--- config.mk ---
export PLATFORM = sky130hd
export DESIGN_NAME = mss_cmp
export DESIGN_NICKNAME = d
export VERILOG_FILES = /design/src/merge_sort_search_engine_defines.svh /design/src/mss_pkg.sv /design/src/mss_cmp.sv
export SDC_FILE = /design/constraint.sdc
export NUM_CORES = 1
export LEC_CHECK = 0
export BUFFER_PORTS_ARGS = -buffer_cell sky130_fd_sc_hd__buf_2
export CORE_ASPECT_RATIO = 2
export CORE_UTILIZATION = 30
export DETAILED_ROUTE_END_ITERATION = 6
export GPL_ROUTABILITY_DRIVEN = 0
export PLACE_DENSITY = 0.61
export SYNTH_ARGS = -nofsm -noshare
export SYNTH_HDL_FRONTEND = slang
export SYNTH_SLANG_ARGS = --single-unit
--- constraint.sdc ---
create_clock -name vclk -period 4.9
set_clock_uncertainty 0.15 [all_clocks]
set_input_delay 1.47 -clock vclk [all_inputs]
set_output_delay 1.47 -clock vclk [all_outputs]
set_load 0.02 [all_outputs]
--- src/merge_sort_search_engine_defines.svh ---
// Assertion helpers for the merge sort / search engine.
`ifndef MERGE_SORT_SEARCH_ENGINE_DEFINES_SVH
`define MERGE_SORT_SEARCH_ENGINE_DEFINES_SVH

// Implication checked on every clock edge outside reset.
`define MSSE_ASSERT_IMP(label, clk, rst_n, ante, cons, msg) \
    label: assert property (@(posedge clk) disable iff (!rst_n) (ante) |-> (cons)) \
        else $error(msg);

// Next-cycle implication checked outside reset.
`define MSSE_ASSERT_NXT(label, clk, rst_n, ante, cons, msg) \
    label: assert property (@(posedge clk) disable iff (!rst_n) (ante) |=> (cons)) \
        else $error(msg);

`endif

--- src/mss_pkg.sv ---
package mss_pkg;

    localparam logic [1:0] CMD_LOAD   = 2'd0;
    localparam logic [1:0] CMD_SEARCH = 2'd1;
    localparam logic [1:0] CMD_READ   = 2'd2;

    localparam logic [1:0] KIND_SORT   = 2'd0;
    localparam logic [1:0] KIND_SEARCH = 2'd1;
    localparam logic [1:0] KIND_READ   = 2'd2;

    localparam int VAL_W = 32;

    // Compare unit request/response.
    typedef struct packed {
        logic signed [VAL_W-1:0] a;
        logic signed [VAL_W-1:0] b;
    } t_cmp_req;

    typedef struct packed {
        logic le;
        logic eq;
        logic lt;
    } t_cmp_rsp;

endpackage

--- src/mss_cmp.sv ---
// Shared signed comparator used by merge and search steps.
module mss_cmp (
    input  mss_pkg::t_cmp_req i_req,
    output mss_pkg::t_cmp_rsp o_rsp
);
    assign o_rsp.lt = i_req.a < i_req.b;
    assign o_rsp.eq = i_req.a == i_req.b;
    assign o_rsp.le = i_req.a <= i_req.b;
endmodule

== After elaboration in Yosys (flattened, before gate mapping) ==
Index checks and enable logic that the tools add are counted.
Operators by class
  order comparisons: 2
  equal/unequal tests: 1
Operators with widths (count)
  $eq A32 B32 Y1: 1
  $le A32 B32 Y1: 1
  $lt A32 B32 Y1: 1
Storage, ports and cells
  register bits after elaboration: 0
  output and inout port bits: 3

== Logic depth before layout (Yosys ltp) ==
  depth after elaboration: 1
  depth in mapped cells: 8

== Worst setup path before layout ==
OpenSTA, ideal clock, no wires.
  path kind: input port to output port
  from: in i_req[19] (netlist bit)
  to: out o_rsp[2] (netlist bit)
  arrival: 3232 ps
  data required time: 3280 ps
  path slack: 48 ps
  stages: 8
  buffers on the path: 0
  cell sequence: inv_1 ha_1 and3_2 a221o_1 a221oi_2 nor3_1 a211oi_4 mux2_4
RTL lines
  start: declaration: line mss_cmp.sv:3  | input mss_pkg::t_cmp_req i_req,
  end: declaration: line mss_cmp.sv:4  | output mss_pkg::t_cmp_rsp o_rsp

==> metrics list <==
- Result of the run: complete, but fails checks
- The checks that failed: setup timing.
- For this design the top-level I/O count stands at 67.
- Busiest grt layer: met2
- Number of library cell types mapped by synthesis: 20
- Of the total synthesized cell area, the portion taken by full adders, half adders and majority gates is 0.469.
* Highest achievable clock rate: between 200 and 250 MHz
* Final Max Slew Viols: 0
- The die is between 70 and 80 um tall.
* Clock buffer count in the final layout: 0
- Net count of the finished layout: between 200 and 300
- Counting every net in the synthesized netlist gives ~210.
- Post-layout minimum cycle time: about 5 ns
- The critical path in this run is classified as input port to primary output.
- Initial cell density of the core: 0.312
- Post-detailed-routing wire length: roughly 2400 um
- Worst-margin pin slew: around 0.35 ns
- In the post-route analysis, the smallest setup slack over all paths is -0.0624 ns.
* Core footprint: ~0.0027 mm2
- After filler insertion, the fill cell instance count of the layout stands at 280.
- Synthesized cell area: roughly 850 um2
- Number of global-route vias before repair: approximately 1100
- Of the total synthesized cell area, the portion taken by AND, OR, NAND and NOR gates is 0.164.
* Residual DRC: 0
- Proportion of layout cells with a drive suffix above 1: 0.526
- CP Data Required Time: between 3 and 4 ns
- DR vias: 1070
* Combinational family with the most area after synthesis: adder cells
- For this run, the share of the core covered by cells in the final layout is 0.543.
- Data arrives at the worst endpoint at about 3.3 ns.
- Fraction of synthesized area in multiplexers: 0.0176
- The area fraction in compound gates after synthesis was 0.195.
- The die is approximately 40 um wide.
- Worst rel slew slack: 0.766
- Met3 layer usage reported by global route: 0.00571
- Critical Path Start Type: input port
* Cell family contributing the most delay on the critical path: compound AO/OA/AOI/OAI gates
- Worst voltage drop across the vdd grid: approximately 0.036 mV
- Setup violations remaining at the end of the flow were counted as 2.
- Entering global routing, the biggest net connects 6 pins.
- Summed over all cells, the static leakage comes to between 0.0008 and 0.0009 uW.
- Met2 usage in global routing: 0.330
- The top cell types in the final layout, fill and taps aside, are 63 x buf_2, 26 x inv_1, 19 x ha_1.
- STA classifies the critical path endpoint as a primary output.
- The design draws roughly 130 uW.
- Storage cell area: 0 um2
- Buffers inserted to repair hold after CTS numbered 0.
- Worst Path Buf+Inv: 2
- Number of violations of the max-capacitance limit: 0
- Number of antenna violations at the first check in global routing: 0
- Unrepaired setup endpoints after global routing: yes
- 1st-iter DRT viols: 3
* Synth warnings: 0
- Xor/xnor cell area share of the yosys netlist: 0.0102
* Largest fanout on the critical path: 2
- Leaving out fill and tap cells, the most frequent cell in the layout is buf_2.
- 0 antenna diodes ended up in the layout.
* Area of the die: slightly above 0.003 mm2
- Area growth, synth to finish: 73.8%
- Power density over the cells: ~86 mW/mm2
* Cells after synthesis: about 120
- Global routing met1 resource utilization: 0.147
- Antenna Violating Nets Remaining: 0
- Largest stage delay, worst path: roughly 0.32 ns
- Sequential cells placed in the final layout were counted as 0.
* Setup tns final: -0.0702 ns
* Routed length per instance: 10.7 um
- Period utilisation layout: 1.01
- First-pass GRT wire length: roughly 3700 um
- The slowest stage of the critical path is the mux2_4 cell.
- Global routing finished with a remaining overflow of 0.
- Sequential element share of the synthesized area: 0
* DRT Pass-1 Iters: 2
- Detailed placement ended at an HPWL of just over 2000 um.
- # rows: 27
- After clock tree synthesis, the setup repair step added 0 buffers.
* Post-Synthesis Mean Instance Area: between 7 and 8 um2
- Cells along the critical path: buf_2 > ha_4 > a21oi_1 > o21ai_1 > a221o_1 > a211o_1 > a211oi_4 > mux2_4 > buf_6
- Number of hold violations in the final report: 0
- In the global route stage, overall resource usage came out at 0.158.
- Number of vias per cell: approximately 4.8
- Quantity of I/O buffers inserted on ports: 67
* Worst hold path class: input port to primary output
[power by group]
part | leakage (uW) | total, uW | switching (uW) | internal [uW]
registers | 0 | 0 | 0 | 0
clock network | 0 | 0 | 0 | 0
logic | 0.000856 | 128 | 57.1 | 71.1
total | 0.000856 | 128 | 57.1 | 71.1
[cells by family after synthesis]
kind of cell	Yosys count
adders and majority gates	32
muxes	1
xor gates and xnor gates	1
AOI/OAI and AO/OA	23
buffers and inverters	33
and+or+nand+nor	28
[path summary, 6_finish.rpt]
path,start,endpoint,cells after the start
worst min-delay path,i_req[63],o_rsp[0],4
worst max-delay path,i_req[39],o_rsp[2],9
[cell type report]
class,instances,area (um2),area share
inverters,33,126,0.0851
multi-input cells,85,913,0.615
well taps,29,36.3,0.0244
repair buffers,74,409,0.275
[cell usage after synthesis]
cell type / count / area [um2]
a21o_1: 4 / 30.0
nand3_1: 4 / 20.0
a211o_1: 1 / 8.76
a221oi_2: 1 / 15.0
mux2_4: 1 / 15.0
a211oi_4: 1 / 20.0
nand4_1: 5 / 31.3
inv_1: 33 / 124
a211oi_1: 1 / 7.51
o21ai_0: 3 / 15.0
xnor2_1: 1 / 8.76
a21oi_1: 10 / 50.1
nor2_1: 5 / 18.8
nor4_1: 1 / 6.26
and3_2: 1 / 7.51
nand2_1: 9 / 33.8
ha_1: 32 / 400
and4_1: 2 / 17.5
a221o_1: 2 / 20.0
nor3_1: 1 / 5.00
[metrics by stage]
stage	setup WS [ns]	cell area, um2	hold slack [ns]	instances
2_1_floorplan	0.0482	855	3.14	118
3_3_place_gp	-0.181	1280	3.30	221
3_5_place_dp	-0.253	1280	3.30	221
4_1_cts	-0.0664	1490	3.33	221
5_1_grt	-0.158	1490	3.36	221
6_report	-0.0624	1490	3.33	221
[tightest hold or removal path, cell delays in order]
cell	delay (ns)
buf_2	0.08
ha_1	0.23
xnor2_2	0.09
buf_4	0.15
[timing repair]
item	4_1_cts	5_1_grt
gates resized for setup	31	0
setup endpoints to repair	2	2
pin swaps	25	0
hold endpoints to repair	0	0
[layer usage]
metal / vias to the layer above / part of all wire / wire length, um
li1: 556 / - / -
met1: 471 / 0.34 / 796
met2: 39 / 0.60 / 1410
met3: 4 / 0.044 / 103
met4: 0 / 0.020 / 48
met5: - / 0 / 0
(Power assumes the default switching activity.)
